## config.mk

```make
export PLATFORM = sky130hd
export DESIGN_NAME = video_row_packet_deframer_unit
export DESIGN_NICKNAME = d
export VERILOG_FILES = /design/src/design/vrpd_pkg.sv /design/src/design/vrpd_rem.sv /design/src/design/vrpd_ctrl.sv /design/src/design/vrpd_dpath.sv /design/src/design/video_row_packet_deframer_unit.sv
export VERILOG_INCLUDE_DIRS = /design/src /design/src/design
export SDC_FILE = /design/constraint.sdc
export NUM_CORES = 1
export LEC_CHECK = 0
export ABC_CLOCK_PERIOD_IN_PS = 24400
export BUFFER_PORTS_ARGS = -buffer_cell sky130_fd_sc_hd__buf_2
export CORE_UTILIZATION = 50
export DETAILED_ROUTE_END_ITERATION = 8
export PLACE_DENSITY = 0.67
export SLEW_MARGIN = 0
export SYNTH_ARGS = -nofsm -noshare
export SYNTH_HDL_FRONTEND = slang
export SYNTH_SLANG_ARGS = --single-unit
export TNS_END_PERCENT = 1
```

## constraint.sdc

```tcl
create_clock -name i_clk -period 24.4 [get_ports i_clk]
set_clock_uncertainty 0.1 [all_clocks]
set_input_delay 1.22 -clock i_clk [delete_from_list [all_inputs] [get_ports i_clk]]
set_output_delay 1.22 -clock i_clk [all_outputs]
set_load 0.02 [all_outputs]
```

## src/design/video_row_packet_deframer_unit_assert.svh

```systemverilog
// ----------------------------------------------------------------------------
// Assertion macros for the video row packet deframer
// Shared property forms for the concurrent checks of the block.
// ----------------------------------------------------------------------------
`ifndef VIDEO_ROW_PACKET_DEFRAMER_UNIT_ASSERT_SVH
`define VIDEO_ROW_PACKET_DEFRAMER_UNIT_ASSERT_SVH

// same-cycle implication
`define VRPD_ASSERT_IMPLY(lbl, clk, rst_n, ante, cons, msg) \
    lbl: assert property (@(posedge clk) disable iff (!rst_n) (ante) |-> (cons)) \
        else $error(msg);

// next-cycle implication
`define VRPD_ASSERT_NEXT(lbl, clk, rst_n, ante, cons, msg) \
    lbl: assert property (@(posedge clk) disable iff (!rst_n) (ante) |=> (cons)) \
        else $error(msg);

`endif

```

## src/design/vrpd_pkg.sv

```systemverilog
// ----------------------------------------------------------------------------
// vrpd_pkg
// Types, codes and constants of the video row packet deframer.
// ----------------------------------------------------------------------------
package vrpd_pkg;

    localparam int unsigned MAX_PACKET_BYTES = 4096;
    localparam int unsigned FRAME_WORDS      = 8388608;
    localparam int unsigned HEADER_BYTES     = 16;
    localparam int unsigned MIN_PACKET       = 12;
    localparam int unsigned BUFFER_COUNT     = 2;

    localparam int unsigned POS_W      = 16;
    localparam int unsigned FIELD_W    = 16;
    localparam int unsigned ADDR_W     = 23;
    localparam int unsigned BASE_W     = 2 * FIELD_W;
    localparam int unsigned DIVIDEND_W = FIELD_W + 1;
    localparam int unsigned CNT_W      = $clog2(DIVIDEND_W);
    localparam int unsigned BUF_W      = $clog2(BUFFER_COUNT);

    // header byte positions
    localparam logic [POS_W-1:0] HP_SYNC0   = 16'd0;
    localparam logic [POS_W-1:0] HP_SYNC1   = 16'd1;
    localparam logic [POS_W-1:0] HP_SYNC2   = 16'd2;
    localparam logic [POS_W-1:0] HP_SYNC3   = 16'd3;
    localparam logic [POS_W-1:0] HP_COLS_LO = 16'd4;
    localparam logic [POS_W-1:0] HP_COLS_HI = 16'd5;
    localparam logic [POS_W-1:0] HP_ROWS_LO = 16'd6;
    localparam logic [POS_W-1:0] HP_ROWS_HI = 16'd7;
    localparam logic [POS_W-1:0] HP_IDX_LO  = 16'd10;
    localparam logic [POS_W-1:0] HP_IDX_HI  = 16'd11;

    localparam logic [7:0] SYNC_0 = 8'h00;
    localparam logic [7:0] SYNC_1 = 8'h00;
    localparam logic [7:0] SYNC_2 = 8'h90;
    localparam logic [7:0] SYNC_3 = 8'hEB;

    // result kinds; packet status shares the codes
    localparam logic [2:0] STATUS_FINE   = 3'd0;
    localparam logic [2:0] KIND_PIXEL    = 3'd0;
    localparam logic [2:0] KIND_ACCEPTED = 3'd1;
    localparam logic [2:0] KIND_SIZE     = 3'd2;
    localparam logic [2:0] KIND_HEADER   = 3'd3;
    localparam logic [2:0] KIND_FIELDS   = 3'd4;
    localparam logic [2:0] KIND_SHORT    = 3'd5;

    typedef struct packed {
        logic [7:0]         data_byte;
        logic [POS_W-1:0]   packet_length;
        logic               end_of_packet;
    } t_in_item;

    typedef struct packed {
        logic [2:0]         kind;
        logic [BUF_W-1:0]   buffer_select;
        logic [ADDR_W-1:0]  pixel_address;
        logic [FIELD_W-1:0] pixel_value;
        logic               row_gap;
        logic               frame_done;
        logic [BUF_W-1:0]   ready_buffer;
        logic [FIELD_W-1:0] frame_rows;
        logic [FIELD_W-1:0] frame_cols;
        logic               write_overflow;
        logic               last_result;
    } t_out_item;

    typedef struct packed {
        logic accept;
        logic start_calc;
        logic out_load_new;
        logic out_load_pend;
        logic pend_load;
    } t_dp_cmd;

    typedef struct packed {
        logic       need_calc;
        logic       calc_busy;
        logic [1:0] res_count;
    } t_dp_stat;

endpackage

```

## src/design/vrpd_rem.sv

```systemverilog
// ----------------------------------------------------------------------------
// vrpd_rem
// Restoring remainder unit, one dividend bit per cycle.
// ----------------------------------------------------------------------------
module vrpd_rem (
    input  logic                               i_clk,
    input  logic                               i_rst_n,
    input  logic                               i_start,
    input  logic [vrpd_pkg::DIVIDEND_W-1:0]    i_dividend,
    input  logic [vrpd_pkg::FIELD_W-1:0]       i_divisor,
    output logic                               o_busy,
    output logic [vrpd_pkg::FIELD_W-1:0]       o_remainder
);

    logic                              r_busy;
    logic [vrpd_pkg::CNT_W-1:0]        r_cnt;
    logic [vrpd_pkg::FIELD_W-1:0]      r_rem;
    logic [vrpd_pkg::DIVIDEND_W-1:0]   r_dvd;
    logic [vrpd_pkg::FIELD_W-1:0]      r_div;

    logic [vrpd_pkg::FIELD_W:0]        trial;
    logic [vrpd_pkg::FIELD_W:0]        diff;
    logic [vrpd_pkg::FIELD_W-1:0]      n_rem;

    always_comb begin
        trial = {r_rem, r_dvd[vrpd_pkg::DIVIDEND_W-1]};
        diff  = trial - {1'b0, r_div};
        if (trial >= {1'b0, r_div}) begin
            n_rem = diff[vrpd_pkg::FIELD_W-1:0];
        end else begin
            n_rem = trial[vrpd_pkg::FIELD_W-1:0];
        end
    end

    always_ff @(posedge i_clk) begin
        if (!i_rst_n) begin
            r_busy <= 1'b0;
            r_cnt  <= '0;
        end else if (i_start) begin
            r_busy <= 1'b1;
            r_cnt  <= vrpd_pkg::CNT_W'(vrpd_pkg::DIVIDEND_W - 1);
        end else if (r_busy) begin
            r_cnt <= r_cnt - 1'b1;
            if (r_cnt == '0) begin
                r_busy <= 1'b0;
            end
        end
    end

    always_ff @(posedge i_clk) begin
        if (i_start) begin
            r_rem <= '0;
            r_dvd <= i_dividend;
            r_div <= i_divisor;
        end else if (r_busy) begin
            r_rem <= n_rem;
            r_dvd <= {r_dvd[vrpd_pkg::DIVIDEND_W-2:0], 1'b0};
        end
    end

    assign o_busy      = r_busy;
    assign o_remainder = r_rem;

endmodule

```

## src/design/vrpd_ctrl.sv

```systemverilog
// ----------------------------------------------------------------------------
// vrpd_ctrl
// Handshake and sequencing controller: byte acceptance, row check wait,
// output register and pending slot.
// ----------------------------------------------------------------------------
module vrpd_ctrl (
    input  logic                i_clk,
    input  logic                i_rst_n,
    input  logic                i_in_valid,
    output logic                o_in_ready,
    output logic                o_out_valid,
    input  logic                i_out_ready,
    input  vrpd_pkg::t_dp_stat  i_stat,
    output vrpd_pkg::t_dp_cmd   o_cmd
);

    typedef enum logic [1:0] {
        ST_RUN  = 2'b01,
        ST_CALC = 2'b10
    } t_state;

    t_state r_state, n_state;
    logic   r_calc_done, n_calc_done;
    logic   r_out_vld, n_out_vld;
    logic   r_pend_vld, n_pend_vld;

    logic   out_free;
    logic   calc_wait;
    logic   in_ready;

    always_comb begin
        n_state     = r_state;
        n_calc_done = r_calc_done;
        n_out_vld   = r_out_vld;
        n_pend_vld  = r_pend_vld;
        o_cmd       = '0;
        in_ready    = 1'b0;
        out_free    = !r_out_vld || i_out_ready;
        calc_wait   = i_stat.need_calc && !r_calc_done;

        case (r_state)
            ST_RUN: begin
                in_ready = !calc_wait && !r_pend_vld && out_free;
                if (i_in_valid && calc_wait) begin
                    o_cmd.start_calc = 1'b1;
                    n_state          = ST_CALC;
                end
            end
            ST_CALC: begin
                if (!i_stat.calc_busy) begin
                    n_calc_done = 1'b1;
                    n_state     = ST_RUN;
                end
            end
            default: begin
                n_state = ST_RUN;
            end
        endcase

        o_cmd.accept = i_in_valid && in_ready;

        if (o_cmd.accept) begin
            n_calc_done        = 1'b0;
            o_cmd.out_load_new = (i_stat.res_count != 2'd0);
            o_cmd.pend_load    = (i_stat.res_count == 2'd2);
            n_out_vld          = (i_stat.res_count != 2'd0);
            n_pend_vld         = (i_stat.res_count == 2'd2);
        end else if (r_out_vld && i_out_ready) begin
            if (r_pend_vld) begin
                o_cmd.out_load_pend = 1'b1;
                n_pend_vld          = 1'b0;
            end else begin
                n_out_vld = 1'b0;
            end
        end
    end

    always_ff @(posedge i_clk) begin
        if (!i_rst_n) begin
            r_state     <= ST_RUN;
            r_calc_done <= 1'b0;
            r_out_vld   <= 1'b0;
            r_pend_vld  <= 1'b0;
        end else begin
            r_state     <= n_state;
            r_calc_done <= n_calc_done;
            r_out_vld   <= n_out_vld;
            r_pend_vld  <= n_pend_vld;
        end
    end

    assign o_in_ready  = in_ready;
    assign o_out_valid = r_out_vld;

endmodule

```

## src/design/vrpd_dpath.sv

```systemverilog
// ----------------------------------------------------------------------------
// vrpd_dpath
// Deframer datapath: packet state, header fields, row bookkeeping, pixel
// address generation, result build and output staging.
// ----------------------------------------------------------------------------
module vrpd_dpath #(
    parameter int unsigned MAX_PACKET_BYTES = vrpd_pkg::MAX_PACKET_BYTES,
    parameter int unsigned FRAME_WORDS      = vrpd_pkg::FRAME_WORDS,
    parameter int unsigned HEADER_BYTES     = vrpd_pkg::HEADER_BYTES
) (
    input  logic                i_clk,
    input  logic                i_rst_n,
    input  vrpd_pkg::t_in_item  i_in_data,
    input  vrpd_pkg::t_dp_cmd   i_cmd,
    output vrpd_pkg::t_dp_stat  o_stat,
    output vrpd_pkg::t_out_item o_out_data
);

    localparam int unsigned PW = vrpd_pkg::POS_W;
    localparam int unsigned FW = vrpd_pkg::FIELD_W;
    localparam int unsigned BW = vrpd_pkg::BASE_W;

    // control state
    logic [PW-1:0]  r_pos;
    logic [2:0]     r_status;
    logic           r_gap, r_done, r_ovf;
    logic           r_wbuf, r_cbuf;
    logic [FW-1:0]  r_prev;

    // payload state
    logic [7:0]     r_sync [0:2];
    logic [FW-1:0]  r_cols, r_rows;
    logic [7:0]     r_idx_lo;
    logic [BW-1:0]  r_base;
    logic [7:0]     r_low;
    vrpd_pkg::t_out_item r_out, r_pend;

    logic [7:0]     b;
    logic [PW-1:0]  len;
    logic           eop;
    logic [2:0]     status0, status1, status2;
    logic           fine0, hdr_ok, fields_ok, at_last_hdr, need_calc;
    logic [FW-1:0]  idx, idx_m1, idx_mod;
    logic [BW-1:0]  base_next;
    logic           gap1, done1, ovf1;
    logic           pix_pos, pix_odd, in_cols, in_store, pix_emit, pix_ovf;
    logic [PW-1:0]  off;
    logic [PW-2:0]  col_i;
    logic [BW:0]    addr;
    logic           stat_ok;
    vrpd_pkg::t_out_item pix_res, stat_res, res0;

    logic [vrpd_pkg::DIVIDEND_W-1:0] dividend;
    logic [FW-1:0]  rem;
    logic           rem_busy;

    assign dividend = {1'b0, r_prev} + vrpd_pkg::DIVIDEND_W'(1);

    vrpd_rem u_rem (
        .i_clk       (i_clk),
        .i_rst_n     (i_rst_n),
        .i_start     (i_cmd.start_calc),
        .i_dividend  (dividend),
        .i_divisor   (r_rows),
        .o_busy      (rem_busy),
        .o_remainder (rem)
    );

    always_comb begin
        b   = i_in_data.data_byte;
        len = i_in_data.packet_length;
        eop = i_in_data.end_of_packet;

        status0 = r_status;
        if (r_pos == '0) begin
            if (len == '0 || len > PW'(MAX_PACKET_BYTES)) begin
                status0 = vrpd_pkg::KIND_SIZE;
            end else if (len < PW'(vrpd_pkg::MIN_PACKET)) begin
                status0 = vrpd_pkg::KIND_SHORT;
            end
        end
        fine0 = (status0 == vrpd_pkg::STATUS_FINE);

        hdr_ok = (r_sync[0] == vrpd_pkg::SYNC_0) && (r_sync[1] == vrpd_pkg::SYNC_1) &&
                 (r_sync[2] == vrpd_pkg::SYNC_2) && (b == vrpd_pkg::SYNC_3);

        idx         = {b, r_idx_lo};
        idx_m1      = idx - FW'(1);
        fields_ok   = (idx != '0) && (idx <= r_rows) && (r_cols != '0);
        at_last_hdr = (r_pos == vrpd_pkg::HP_IDX_HI);
        need_calc   = fine0 && at_last_hdr && fields_ok;

        status1 = status0;
        if (fine0 && r_pos == vrpd_pkg::HP_SYNC3 && !hdr_ok) begin
            status1 = vrpd_pkg::KIND_HEADER;
        end else if (fine0 && at_last_hdr && !fields_ok) begin
            status1 = vrpd_pkg::KIND_FIELDS;
        end

        idx_mod   = (idx == r_rows) ? '0 : idx;
        base_next = {{(BW-FW){1'b0}}, idx_m1} * {{(BW-FW){1'b0}}, r_cols};

        pix_pos  = fine0 && (r_pos >= PW'(HEADER_BYTES)) && (r_pos < len);
        off      = r_pos - PW'(HEADER_BYTES);
        pix_odd  = off[0];
        col_i    = off[PW-1:1];
        in_cols  = ({1'b0, col_i} < r_cols);
        addr     = {1'b0, r_base} + (BW+1)'(col_i);
        in_store = (addr < (BW+1)'(FRAME_WORDS));
        pix_emit = pix_pos && pix_odd && in_cols && in_store;
        pix_ovf  = pix_pos && pix_odd && in_cols && !in_store;

        gap1  = r_gap  || (need_calc && (rem != idx_mod));
        done1 = r_done || (need_calc && (idx == r_rows));
        ovf1  = r_ovf  || pix_ovf;

        status2 = status1;
        if (status1 == vrpd_pkg::STATUS_FINE && r_pos < vrpd_pkg::HP_IDX_HI) begin
            status2 = vrpd_pkg::KIND_SHORT;
        end
        stat_ok = (status2 == vrpd_pkg::STATUS_FINE);

        pix_res               = '0;
        pix_res.kind          = vrpd_pkg::KIND_PIXEL;
        pix_res.buffer_select = r_wbuf;
        pix_res.pixel_address = addr[vrpd_pkg::ADDR_W-1:0];
        pix_res.pixel_value   = {b, r_low};
        pix_res.ready_buffer  = r_cbuf;
        pix_res.last_result   = !eop;

        stat_res              = '0;
        stat_res.last_result  = 1'b1;
        stat_res.ready_buffer = r_cbuf;
        if (stat_ok) begin
            stat_res.kind           = vrpd_pkg::KIND_ACCEPTED;
            stat_res.row_gap        = gap1;
            stat_res.frame_done     = done1;
            stat_res.frame_rows     = r_rows;
            stat_res.frame_cols     = r_cols;
            stat_res.write_overflow = ovf1;
            if (done1) begin
                stat_res.ready_buffer = r_wbuf;
            end
        end else begin
            stat_res.kind = status2;
        end

        res0 = pix_emit ? pix_res : stat_res;
    end

    always_ff @(posedge i_clk) begin
        if (!i_rst_n) begin
            r_pos    <= '0;
            r_status <= vrpd_pkg::STATUS_FINE;
            r_gap    <= 1'b0;
            r_done   <= 1'b0;
            r_ovf    <= 1'b0;
            r_wbuf   <= 1'b0;
            r_cbuf   <= 1'b0;
            r_prev   <= '0;
        end else if (i_cmd.accept) begin
            if (need_calc) begin
                r_prev <= idx;
            end
            if (eop) begin
                r_pos    <= '0;
                r_status <= vrpd_pkg::STATUS_FINE;
                r_gap    <= 1'b0;
                r_done   <= 1'b0;
                r_ovf    <= 1'b0;
                if (stat_ok && done1) begin
                    r_cbuf <= r_wbuf;
                    r_wbuf <= !r_wbuf;
                end
            end else begin
                if (r_pos != '1) begin
                    r_pos <= r_pos + PW'(1);
                end
                r_status <= status1;
                r_gap    <= gap1;
                r_done   <= done1;
                r_ovf    <= ovf1;
            end
        end
    end

    always_ff @(posedge i_clk) begin
        if (i_cmd.accept && fine0) begin
            case (r_pos)
                vrpd_pkg::HP_SYNC0:   r_sync[0]              <= b;
                vrpd_pkg::HP_SYNC1:   r_sync[1]              <= b;
                vrpd_pkg::HP_SYNC2:   r_sync[2]              <= b;
                vrpd_pkg::HP_COLS_LO: r_cols[7:0]            <= b;
                vrpd_pkg::HP_COLS_HI: r_cols[FW-1:8]         <= b;
                vrpd_pkg::HP_ROWS_LO: r_rows[7:0]            <= b;
                vrpd_pkg::HP_ROWS_HI: r_rows[FW-1:8]         <= b;
                vrpd_pkg::HP_IDX_LO:  r_idx_lo               <= b;
                default: begin
                end
            endcase
        end
        if (i_cmd.accept && need_calc) begin
            r_base <= base_next;
        end
        if (i_cmd.accept && pix_pos && !pix_odd) begin
            r_low <= b;
        end
        if (i_cmd.out_load_new) begin
            r_out <= res0;
        end else if (i_cmd.out_load_pend) begin
            r_out <= r_pend;
        end
        if (i_cmd.pend_load) begin
            r_pend <= stat_res;
        end
    end

    assign o_stat.need_calc = need_calc;
    assign o_stat.calc_busy = rem_busy;
    assign o_stat.res_count = 2'(pix_emit) + 2'(eop);
    assign o_out_data       = r_out;

endmodule

```

## src/design/video_row_packet_deframer_unit.sv

```systemverilog
// ----------------------------------------------------------------------------
// video_row_packet_deframer_unit
// Row datagram deframer: header check, row bookkeeping and pixel writes
// into a double-buffered frame store.
// ----------------------------------------------------------------------------
// Takes one datagram byte per cycle while results drain, and emits pixel
// writes plus one status item per datagram. A byte that yields both a pixel
// write and the status item parks the status item in the pending slot and
// holds the input until that slot drains. The last index byte of a
// well-formed header is held while the row-gap test works out
// (previous row + 1) mod rows in a restoring remainder unit, one dividend
// bit per cycle. Results pass through an output register with one pending slot.
// ----------------------------------------------------------------------------
module video_row_packet_deframer_unit #(
    parameter int unsigned MAX_PACKET_BYTES = vrpd_pkg::MAX_PACKET_BYTES,
    parameter int unsigned FRAME_WORDS      = vrpd_pkg::FRAME_WORDS,
    parameter int unsigned HEADER_BYTES     = vrpd_pkg::HEADER_BYTES
) (
    input  logic                 i_clk,
    input  logic                 i_rst_n,
    input  logic                 i_in_valid,
    output logic                 o_in_ready,
    input  vrpd_pkg::t_in_item   i_in_data,
    output logic                 o_out_valid,
    input  logic                 i_out_ready,
    output vrpd_pkg::t_out_item  o_out_data
);

    vrpd_pkg::t_dp_cmd  dp_cmd;
    vrpd_pkg::t_dp_stat dp_stat;

    vrpd_ctrl u_ctrl (
        .i_clk       (i_clk),
        .i_rst_n     (i_rst_n),
        .i_in_valid  (i_in_valid),
        .o_in_ready  (o_in_ready),
        .o_out_valid (o_out_valid),
        .i_out_ready (i_out_ready),
        .i_stat      (dp_stat),
        .o_cmd       (dp_cmd)
    );

    vrpd_dpath #(
        .MAX_PACKET_BYTES (MAX_PACKET_BYTES),
        .FRAME_WORDS      (FRAME_WORDS),
        .HEADER_BYTES     (HEADER_BYTES)
    ) u_dpath (
        .i_clk      (i_clk),
        .i_rst_n    (i_rst_n),
        .i_in_data  (i_in_data),
        .i_cmd      (dp_cmd),
        .o_stat     (dp_stat),
        .o_out_data (o_out_data)
    );

`include "video_row_packet_deframer_unit_assert.svh"

    `VRPD_ASSERT_IMPLY(a_ready_needs_room, i_clk, i_rst_n, o_in_ready, !o_out_valid || i_out_ready, "input ready while output slot is held")
    `VRPD_ASSERT_NEXT(a_calc_starts, i_clk, i_rst_n, dp_cmd.start_calc, dp_stat.calc_busy, "remainder unit did not start")
    `VRPD_ASSERT_IMPLY(a_hold_during_calc, i_clk, i_rst_n, dp_stat.calc_busy, !o_in_ready, "input ready while remainder unit runs")
    `VRPD_ASSERT_IMPLY(a_pend_with_out, i_clk, i_rst_n, dp_cmd.pend_load, dp_cmd.out_load_new, "pending slot loaded without output load")

endmodule
```

==> results of run 1 <==
-- where the power goes --
| group | total, mW | internal, mW | switching, mW |
|---|---|---|---|
| clock | 0.546 | 0.314 | 0.232 |
| sequential | 0.629 | 0.618 | 0.0104 |
| combinational | 0.430 | 0.179 | 0.252 |
| total | 1.61 | 1.11 | 0.494 |
-- stage by stage --
stage | util (%) | setup slack [ps]
after detailed placement | 53.5 | 15430
final | 56.0 | 15430
after CTS | 56.0 | 15430
after floorplan | - | 16210
after global routing | 56.0 | 14970
after global placement | 53.5 | 15640
-- path summary, 6_finish.rpt --
| path | from | end | slack, ps |
|---|---|---|---|
| max reg2reg | u_dpath.r_idx_lo[0]$_DFFE_PP_ | u_dpath.r_base[30]$_DFFE_PP_ | 15430 |
| min | u_dpath.r_done$_SDFFE_PN0P_ | u_dpath.r_done$_SDFFE_PN0P_ | 400 |
| max | u_dpath.r_idx_lo[0]$_DFFE_PP_ | u_dpath.r_base[30]$_DFFE_PP_ | 15430 |
| min reg2reg | u_dpath.r_done$_SDFFE_PN0P_ | u_dpath.r_done$_SDFFE_PN0P_ | 400 |
-- Yosys cell counts (8+ instances only) --
master      n  share of area [%]
a211oi_1   22               0.67
a31oi_1    14               0.36
o31ai_1    11               0.34
and4_1      9               0.32
nor2_1    162                2.5
nand2b_1   19               0.48
inv_1     322                4.9
or2_2       9               0.23
xnor2_1    67                2.4
nand3_1    40               0.81
o21a_1     13               0.40
fa_1      196                 16
xor2_1     53                1.9
o21ai_0    50                1.0
and3_1     31               0.79
dfxtp_1    67                5.5
a21o_1     27               0.82
ha_1      193                9.8
nor4_1     18               0.46
nor2b_1    34               0.86
nor3_1     41               0.83
mux2i_1    34                1.4
a21oi_1    70                1.4
nor4bb_1    8               0.33
buf_2      12               0.24
nand4_1    23               0.59
clkbuf_1   77                1.2
edfxtp_1  256                 31
nand2_1   207                3.2
o32ai_1     8               0.28
and2_1    118                3.0
a22o_1     39                1.4
-- cell families after synthesis --
group / share of synthesized area, %
buf+inv: 6.72
xor+xnor: 4.27
mux: 1.43
compound gates: 8.88
flops: 36.7
fa+ha+maj: 25.8
simple gates: 16.2
-- placed cells by master (no fill, tap or decap), types with 53 or more instances in the layout --
cell type / count
ha_1: 193
xor2_1: 53
inv_1: 322
xnor2_1: 64
a21oi_1: 70
buf_2: 110
edfxtp_1: 256
nand2_1: 206
dfxtp_1: 67
fa_1: 196
and2_1: 117
nor2_1: 161
-- critical path: cells and delay by family, from the launching register on --
kind | cells | cell delay, ps
AO/OA/AOI/OAI | 7 | 1990
XOR/XNOR | 1 | 770
adder cells (fa/ha/maj) | 8 | 3770
buffers and inverters | 6 | 600
flip-flops | 1 | 800
AND/OR/NAND/NOR | 4 | 650
-- per-layer routing --
| metal | share of wire, % | global-route usage (%) | vias to the layer above |
|---|---|---|---|
| li1 | - | - | 8228 |
| met1 | 40 | 32.0 | 8903 |
| met4 | 3.5 | 9.28 | 0 |
| met2 | 50 | 43.7 | 607 |
| met3 | 6.3 | 4.09 | 131 |
| met5 | 0 | 0 | - |
-- final cells by class --
cell class,count,area [µm²]
tap,656,821
clock buffer,48,1040
fill,4170,21200
multi-input combinational,1634,14000
sequential,323,9030
inverter,322,1210
clock inverter,19,153
timing repair buffer,137,753
-- state kept, by name (all words and copies together), names as in the netlist, 8 cells and up --
name	flops
u_dpath.o_out_data	80
u_dpath.r_pend	39
u_dpath.r_base	32
u_dpath.r_sync	24
u_dpath.u_rem.r_dvd	17
u_dpath.r_cols	16
u_dpath.r_pos	16
u_dpath.r_prev	16
u_dpath.r_rows	16
u_dpath.u_rem.o_remainder	16
u_dpath.u_rem.r_div	16
u_dpath.r_idx_lo	8
u_dpath.r_low	8
==> results.txt, run 1 <==
diodes inserted = 0
Worst Path Required = 24580 ps
CP arrival = 9150 ps
slew margin rel. = 20.7%
CTS HTree Levels = 2
R2R cell count = 26
Placer Congestion = 0.914
critical path launch point type = flip-flop
starting density of the core = 51.1%
Fin. Hold Viols = 0
Slowest cell on crit path = a221oi_1
Post-Layout Cell Count = 3139
WHS Path Cells = 2
core area = 48100 µm²
Min-Delay Path Class = reg -> reg
DRC Markers = 0
Synth Area per Inst = 10.3 µm²
worst hold slack = 396 ps
CTS max path bufs = 3
main flop type after synthesis = edfxtp_1
vias in the first global route = 18186
Layout area overhead = 9.66%
Syn Nets = 2796
Post-Synthesis Cells = 2378
post-route clock period utilization = 36.8%
FF+latch count, synth = 323
Worst-Skew Late Latency = 560 ps
total number of placement rows = 80
unrepaired setup endpoints after global routing = no
# IOs = 111
leak pwr = 11.8 nW
post-synthesis cell type count = 82
antenna viol nets, final = 0
initial antenna violation count = 0
max_cap viols = 0
CTS tree = yes
post-synthesis sequential area ratio = 36.7%
EDFF count, synth = 256
post-cts hold buffer count = 0
total CTS buffers = 37
clock sink count = 323
Port Buffers = 110
number of setup buffers added after CTS = 0
first-pass GRT wire length = 98.9 mm
1st-iter DRT viols = 1449
DP Area = 25800 µm²
Slew Limit Fails = 0
Die W = 224 µm
Synth Warn # = 0
Post-Syn Area = 24600 µm²
total gr overflow = 0
hpwl dp = 45.5 mm
DR pass1 iterations = 5
Max VDD drop = 56.2 µV
clk slew on worst S/H paths = 60 ps
CP Max Fanout = 18
max incr delay on CP = 860 ps
Root Driver = clkbuf_16
total track usage = 25.3%
placed insts = 3072
status = completed
overall power = 1.61 mW
fin crit period = 8970 ps
worst slew pin tran = 1180 ps
Fin Setup TNS = 0 ps
Setup Crit Path Kind = reg -> reg
final wirelength = 62.1 mm
layout cells sized above 1 = 9.59%
Nets = 2873
vias = 17869
final setup fails = 0
die height = 224 µm
Finished Cell Area = 27000 µm²
Post-synth ARST share = 0%
Post-CTS Resized = 0
die area = 50100 µm²
Setup crit end kind = flip-flop
largest net degree at the start of global routing = 81
via/cell ratio = 5.69
power per cell area = 59.5 nW/µm²
Routed WL per cell = 19.8 µm
Max Clk Rate = 111 MHz
Power figures use the tool's default switching activity.
==> run 2: changes to the inputs <==
--- a/config.mk
+++ b/config.mk
@@ -6,11 +6,11 @@
 export SDC_FILE = /design/constraint.sdc
 export NUM_CORES = 1
 export LEC_CHECK = 0
-export ABC_CLOCK_PERIOD_IN_PS = 24400
+export ABC_CLOCK_PERIOD_IN_PS = 7300
 export BUFFER_PORTS_ARGS = -buffer_cell sky130_fd_sc_hd__buf_2
 export CORE_UTILIZATION = 50
 export DETAILED_ROUTE_END_ITERATION = 8
-export PLACE_DENSITY = 0.67
+export PLACE_DENSITY = 0.7
 export SLEW_MARGIN = 0
 export SYNTH_ARGS = -nofsm -noshare
 export SYNTH_HDL_FRONTEND = slang
==> constraint.sdc (replaced) <==
create_clock -name i_clk -period 7.3 [get_ports i_clk]
set_clock_uncertainty 0.1 [all_clocks]
set_input_delay 0.365 -clock i_clk [delete_from_list [all_inputs] [get_ports i_clk]]
set_output_delay 0.365 -clock i_clk [all_outputs]
set_load 0.02 [all_outputs]
==> run 2 against run 1 <==
Effect of this change: clock power grew to 3.3 times the previous value; die area stayed put; design area is 4.1% higher; combinational power grew to 4.1 times the previous value; worst setup slack worse by 15000 ps; non-clock buffer count is 103 higher; largest power group unchanged.
==> results.txt, run 2 (same netlist as run 1, synthesis figures left out) <==
status = completed
Hold EP = u_ctrl.r_pend_vld$_SDFFE_PN0P_
total track usage = 25.6% (+0.25 points)
via/cell ratio = 5.62 (-1.3%)
Placer Congestion = 0.960 (+5.0%)
Fin Setup TNS = 0 ps (unchanged)
Nets = 2974 (+3.5%)
total CTS buffers = 35 (-5.4%)
antenna viol nets, final = 0 (unchanged)
initial antenna violation count = 0 (unchanged)
layout cells sized above 1 = 14.7% (+5.1 points)
Layout area overhead = 14.2%
CP Max Fanout = 3 (-15)
Max VDD drop = 196 µV (+250%)
worst slew pin tran = 1090 ps (-90.4 ps)
Setup Crit Path Kind = reg -> reg
slew margin rel. = 26.8% (+6.1 points)
clk slew on worst S/H paths = 60 ps (about the same)
final wirelength = 63.0 mm (+1.5%)
clock sink count = 323 (unchanged)
footprint of the multi-input gates = 14300 µm² (+2.3%)
first-pass GRT wire length = 100 mm (+1.3%)
core area = 48100 µm² (unchanged)
Critical R2R Launch = u_dpath.r_idx_lo[7]$_DFFE_PP_
DRC Markers = 0 (unchanged)
DR pass1 iterations = 5 (unchanged)
Setup crit end kind = flip-flop
Hold Startpoint = i_out_ready
largest net degree at the start of global routing = 81 (unchanged)
WHS Path Cells = 3 (+1)
post-cts hold buffer count = 0 (unchanged)
1st-iter DRT viols = 1342 (-7.4%)
hpwl dp = 47.8 mm (+5.0%)
most common cell after layout, fill and taps aside = inv_1
final setup fails = 0 (unchanged)
r2r setup slk = 180 ps (-15250 ps)
Largest register FFs = 80 (unchanged)
vias = 18192 (+1.8%)
commonest cells after routing, fill and taps aside = inv_1 (319), edfxtp_1 (256), nand2_1 (203)
starting density of the core = 51.1% (unchanged)
Max Clk Rate = 141 MHz (+26%)
Root Driver = clkbuf_16
RR Endpoint = u_dpath.r_base[31]$_DFFE_PP_
CP arrival = 7300 ps (-1850 ps)
Setup WS post-layout = 184 ps (-15250 ps)
R2R cell count = 26 (unchanged)
total gr overflow = 0 (unchanged)
critical path launch point type = flip-flop
Port Buffers = 110 (unchanged)
fillers = 3962 (-5.0%)
storage element area = 9030 µm² (unchanged)
die area = 50100 µm² (unchanged)
Worst-Skew Late Latency = 540 ps (-20 ps)
post-route clock period utilization = 97.5% (+61 points)
die height = 224 µm (unchanged)
# IOs = 111 (unchanged)
power per cell area = 202 nW/µm² (+240%)
Die W = 224 µm (unchanged)
leak pwr = 12.3 nW (+4.8%)
CTS max path bufs = 3 (unchanged)
fin crit period = 7120 ps (-1850 ps)
CTS tree = yes
max_cap viols = 0 (unchanged)
Fin. Hold Viols = 0 (unchanged)
worst slack, placed = -274 ps (-15700 ps)
CTS HTree Levels = 2 (unchanged)
unrepaired setup endpoints after global routing = yes
Worst Path Required = 7480 ps (-17100 ps)
total number of placement rows = 80 (unchanged)
Slew Limit Fails = 0 (unchanged)
vias in the first global route = 18448 (+1.4%)
diodes inserted = 0 (unchanged)
Routed WL per cell = 19.5 µm (-1.6%)
Min-Delay Path Class = in -> reg
run 2: worst max-delay path by stage:
stage | from | end | slack (ps) | depth (start not counted)
2_1_floorplan | u_dpath.r_idx_lo[2]$_DFFE_PP_ | u_dpath.r_base[31]$_DFFE_PP_ | 10 | 26
3_3_place_gp | i_in_data[17] | u_dpath.r_base[31]$_DFFE_PP_ | -110 | 27
3_5_place_dp | i_in_data[17] | u_dpath.r_base[31]$_DFFE_PP_ | -270 | 27
4_1_cts | u_dpath.r_idx_lo[6]$_DFFE_PP_ | u_dpath.r_base[31]$_DFFE_PP_ | 0.4 | 26
5_1_grt | u_dpath.r_idx_lo[5]$_DFFE_PP_ | u_dpath.r_base[31]$_DFFE_PP_ | -130 | 28
6_report | u_dpath.r_idx_lo[7]$_DFFE_PP_ | u_dpath.r_base[31]$_DFFE_PP_ | 180 | 26
run 2: critical path, cell delays in order (launching register included):
cell and delay [ps]:
edfxtp_1 430, nor4_4 260, buf_4 190, nand2b_4 80, buf_4 150, nor3_4 200
xor2_2 210, buf_4 150, nand2_1 70, fa_1 540, fa_1 540, inv_2 50
fa_1 470, fa_2 390, fa_1 510, inv_1 60, fa_1 530, inv_1 60
ha_4 210, a21o_1 170, a211o_1 290, o221a_2 290, nand4_1 150, a311oi_2 160
a211o_1 340, a21oi_2 160, xnor2_1 100
run 2: timing repair:
action                     CTS  global route
setup endpoints to repair    2            12
gates resized for setup      5            66
pin swaps                    2            55
setup buffers                0             7
run 2: report_power, final:
group          internal [mW]  switching [mW]
combinational          0.836           0.917
clock                   1.08           0.736
sequential              2.07          0.0311
total                   3.98            1.68
run 2: cell type report:
type	count	area share [%]
multi-input cells	1634	50.9
flip-flops and latches	323	32.2
repair buffers	240	5.59
inverters	322	4.30
clock buffers	47	3.61
well taps	656	2.92
clock inverters	16	0.526
run 2: through the flow:
step / hold WS [ps] / power (mW) / std cells / util (%) / instance area, µm²
3_3_place_gp: 347 / 3.75 / 3168 / 55.1 / 26500
6_report: 128 / 5.67 / 3238 / 58.3 / 28100
3_5_place_dp: 359 / 3.77 / 3168 / 55.1 / 26500
4_1_cts: 106 / 5.59 / 3231 / 57.5 / 27700
2_1_floorplan: 337 / 3.20 / 2378 / - / 24600
5_1_grt: 160 / 5.97 / 3238 / 58.3 / 28100
run 2: per-layer routing:
| metal | vias to the layer above | track usage, % | share of wire [%] | wire (µm) |
|---|---|---|---|---|
| li1 | 8432 | - | - | - |
| met1 | 9074 | 32.3 | 40 | 25300 |
| met2 | 557 | 44.4 | 50 | 31800 |
| met3 | 129 | 3.42 | 5.8 | 3640 |
| met4 | 0 | 10.1 | 3.7 | 2300 |
| met5 | - | 0 | 0 | 0 |
==> run 3: changes to the inputs <==
--- a/config.mk
+++ b/config.mk
@@ -10,6 +10,7 @@
 export BUFFER_PORTS_ARGS = -buffer_cell sky130_fd_sc_hd__buf_2
 export CORE_UTILIZATION = 50
 export DETAILED_ROUTE_END_ITERATION = 8
+export MAX_ROUTING_LAYER = met4
 export PLACE_DENSITY = 0.7
 export SLEW_MARGIN = 0
 export SYNTH_ARGS = -nofsm -noshare
==> run 3 against run 2 <==
Effect of this change: via count decreased by 0.37%; first-iteration DRC count down 7.5%; global-route usage grew 1.1 points; sequential share of layout area is 0.24 points lower; design area up 0.75%; cell count increased by 0.31%; die area unchanged; non-clock buffer count is 9 higher; sequential power barely moved; wire length increased by 0.62%.
==> results.txt, run 3 (same netlist as run 1, synthesis figures left out) <==
status = completed
vias = 18124 (-0.37%)
CP arrival = 7240 ps (-60 ps)
CP delay by family, top = adder cells
Max Clk Rate = 142 MHz (+1.1%)
Setup crit end kind = flip-flop
critical path launch point type = flip-flop
CP Max Fanout = 4 (+1)
via/cell ratio = 5.58 (-0.68%)
max_cap viols = 0 (unchanged)
Routed WL per cell = 19.5 µm (+0.31%)
Slew Limit Fails = 0 (unchanged)
most frequent CP cell = fa_1
Placer Congestion = 0.959 (about the same)
leak pwr = 12.4 nW (+0.49%)
max incr delay on CP = 590 ps (+50 ps)
Root Driver = clkbuf_16
1st-iter DRT viols = 1242 (-7.5%)
core area = 48100 µm² (unchanged)
total track usage = 26.7% (+1.1 points)
CTS max path bufs = 3 (unchanged)
total gr overflow = 0 (unchanged)
initial antenna violation count = 0 (unchanged)
antenna viol nets, final = 0 (unchanged)
Setup Crit Path Kind = reg -> reg
Min-Delay Path Class = in -> reg
fin crit period = 7040 ps (-75.1 ps)
commonest cells after routing, fill and taps aside = inv_1 (314), edfxtp_1 (256), nand2_1 (197)
total number of placement rows = 80 (unchanged)
power per cell area = 206 nW/µm² (+2.3%)
Finished Cell Area = 28300 µm² (+0.75%)
DRC Markers = 0 (unchanged)
Largest register FFs = 80 (unchanged)
final wirelength = 63.4 mm (+0.62%)
# IOs = 111 (unchanged)
DP Area = 26500 µm² (about the same)
starting density of the core = 51.1% (unchanged)
Port Buffers = 110 (unchanged)
die height = 224 µm (unchanged)
Worst-Skew Late Latency = 560 ps (+20 ps)
Max VDD drop = 172 µV (-12%)
die area = 50100 µm² (unchanged)
Layout area overhead = 15.0%
slew margin rel. = 22.5% (-4.3 points)
Die W = 224 µm (unchanged)
post-route clock period utilization = 96.5% (-1.0 points)
hpwl dp = 47.8 mm (about the same)
final setup fails = 0 (unchanged)
CTS tree = yes
Slowest cell on crit path = fa_1
CP Buf/Inv Count = 5 (-1)
layout cells sized above 1 = 15.9% (+1.2 points)
Nets = 2984 (+0.34%)
first-pass GRT wire length = 101 mm (+0.94%)
total CTS buffers = 36 (+2.9%)
largest net degree at the start of global routing = 81 (unchanged)
most common cell after layout, fill and taps aside = inv_1
post-cts hold buffer count = 0 (unchanged)
DR pass1 iterations = 6 (+1)
clk slew on worst S/H paths = 60 ps (about the same)
Fin Setup TNS = 0 ps (unchanged)
CTS HTree Levels = 2 (unchanged)
clock sink count = 323 (unchanged)
Fin. Hold Viols = 0 (unchanged)
Worst Path Required = 7500 ps (+20 ps)
vias in the first global route = 18628 (+0.98%)
worst slew pin tran = 1160 ps (+71.0 ps)
[run 3: per-stage QoR]
stage	instances	hold WS, ps	utilization, %	worst slack, ps	power (mW)
after floorplan	2378	337	-	9.78	3.20
after global placement	3169	347	55.1	-99.6	3.76
after detailed placement	3169	358	55.1	-145	3.79
after CTS	3234	22.6	57.6	25.8	5.72
after global routing	3247	50.6	58.8	-44.9	6.15
final	3248	52.9	58.8	259	5.84
[run 3: worst reg2reg max path: cells and delay by family (launching register included)]
kind	cells	cell delay, ps
compound gates	7	1250
fa+ha+maj	7	3320
flops	1	430
buf+inv	5	500
xor+xnor	2	350
simple gates	5	870
[run 3: what timing repair did]
item	4_1_cts	5_1_grt
gates cloned	0	0
endpoints found under the setup margin	3	13
gates resized for setup	2	87
pin swaps	1	68
endpoints found under the hold margin	0	0
buffers inserted	2	13
[run 3: layout make-up]
type | count | area, µm²
Antenna cell | 1 | 2.50
Clock buffer | 42 | 933
Clock inverter | 21 | 285
Fill cell | 3954 | 19900
Inverter | 322 | 1210
Multi-Input combinational cell | 1634 | 14400
Sequential cell | 323 | 9030
Tap cell | 656 | 821
Timing Repair Buffer | 249 | 1660
[run 3: worst paths after layout]
check | from | endpoint | slack (ps) | depth (start not counted)
setup reg to reg | u_dpath.r_idx_lo[5]$_DFFE_PP_ | u_dpath.r_base[31]$_DFFE_PP_ | 260 | 26
hold reg to reg | u_dpath.r_ovf$_SDFFE_PN0P_ | u_dpath.r_ovf$_SDFFE_PN0P_ | 370 | 2
hold / removal | i_in_data[23] | u_dpath.r_idx_lo[6]$_DFFE_PP_ | 50 | 1
setup / recovery | u_dpath.r_idx_lo[5]$_DFFE_PP_ | u_dpath.r_base[31]$_DFFE_PP_ | 260 | 26
[run 3: routing by layer]
| layer | wire [µm] | vias up | global-route usage (%) |
|---|---|---|---|
| met5 | 0 | - | - |
| met4 | 1750 | 0 | 8.77 |
| met3 | 3520 | 114 | 4.26 |
| met2 | 32100 | 520 | 45.1 |
| met1 | 26000 | 9040 | 32.8 |
| li1 | - | 8450 | - |
[run 3: power by group]
group | switching [mW] | total (mW) | internal (mW)
clock network | 0.768 | 1.90 | 1.14
logic | 0.963 | 1.84 | 0.879
registers | 0.0312 | 2.10 | 2.07
total | 1.76 | 5.84 | 4.08
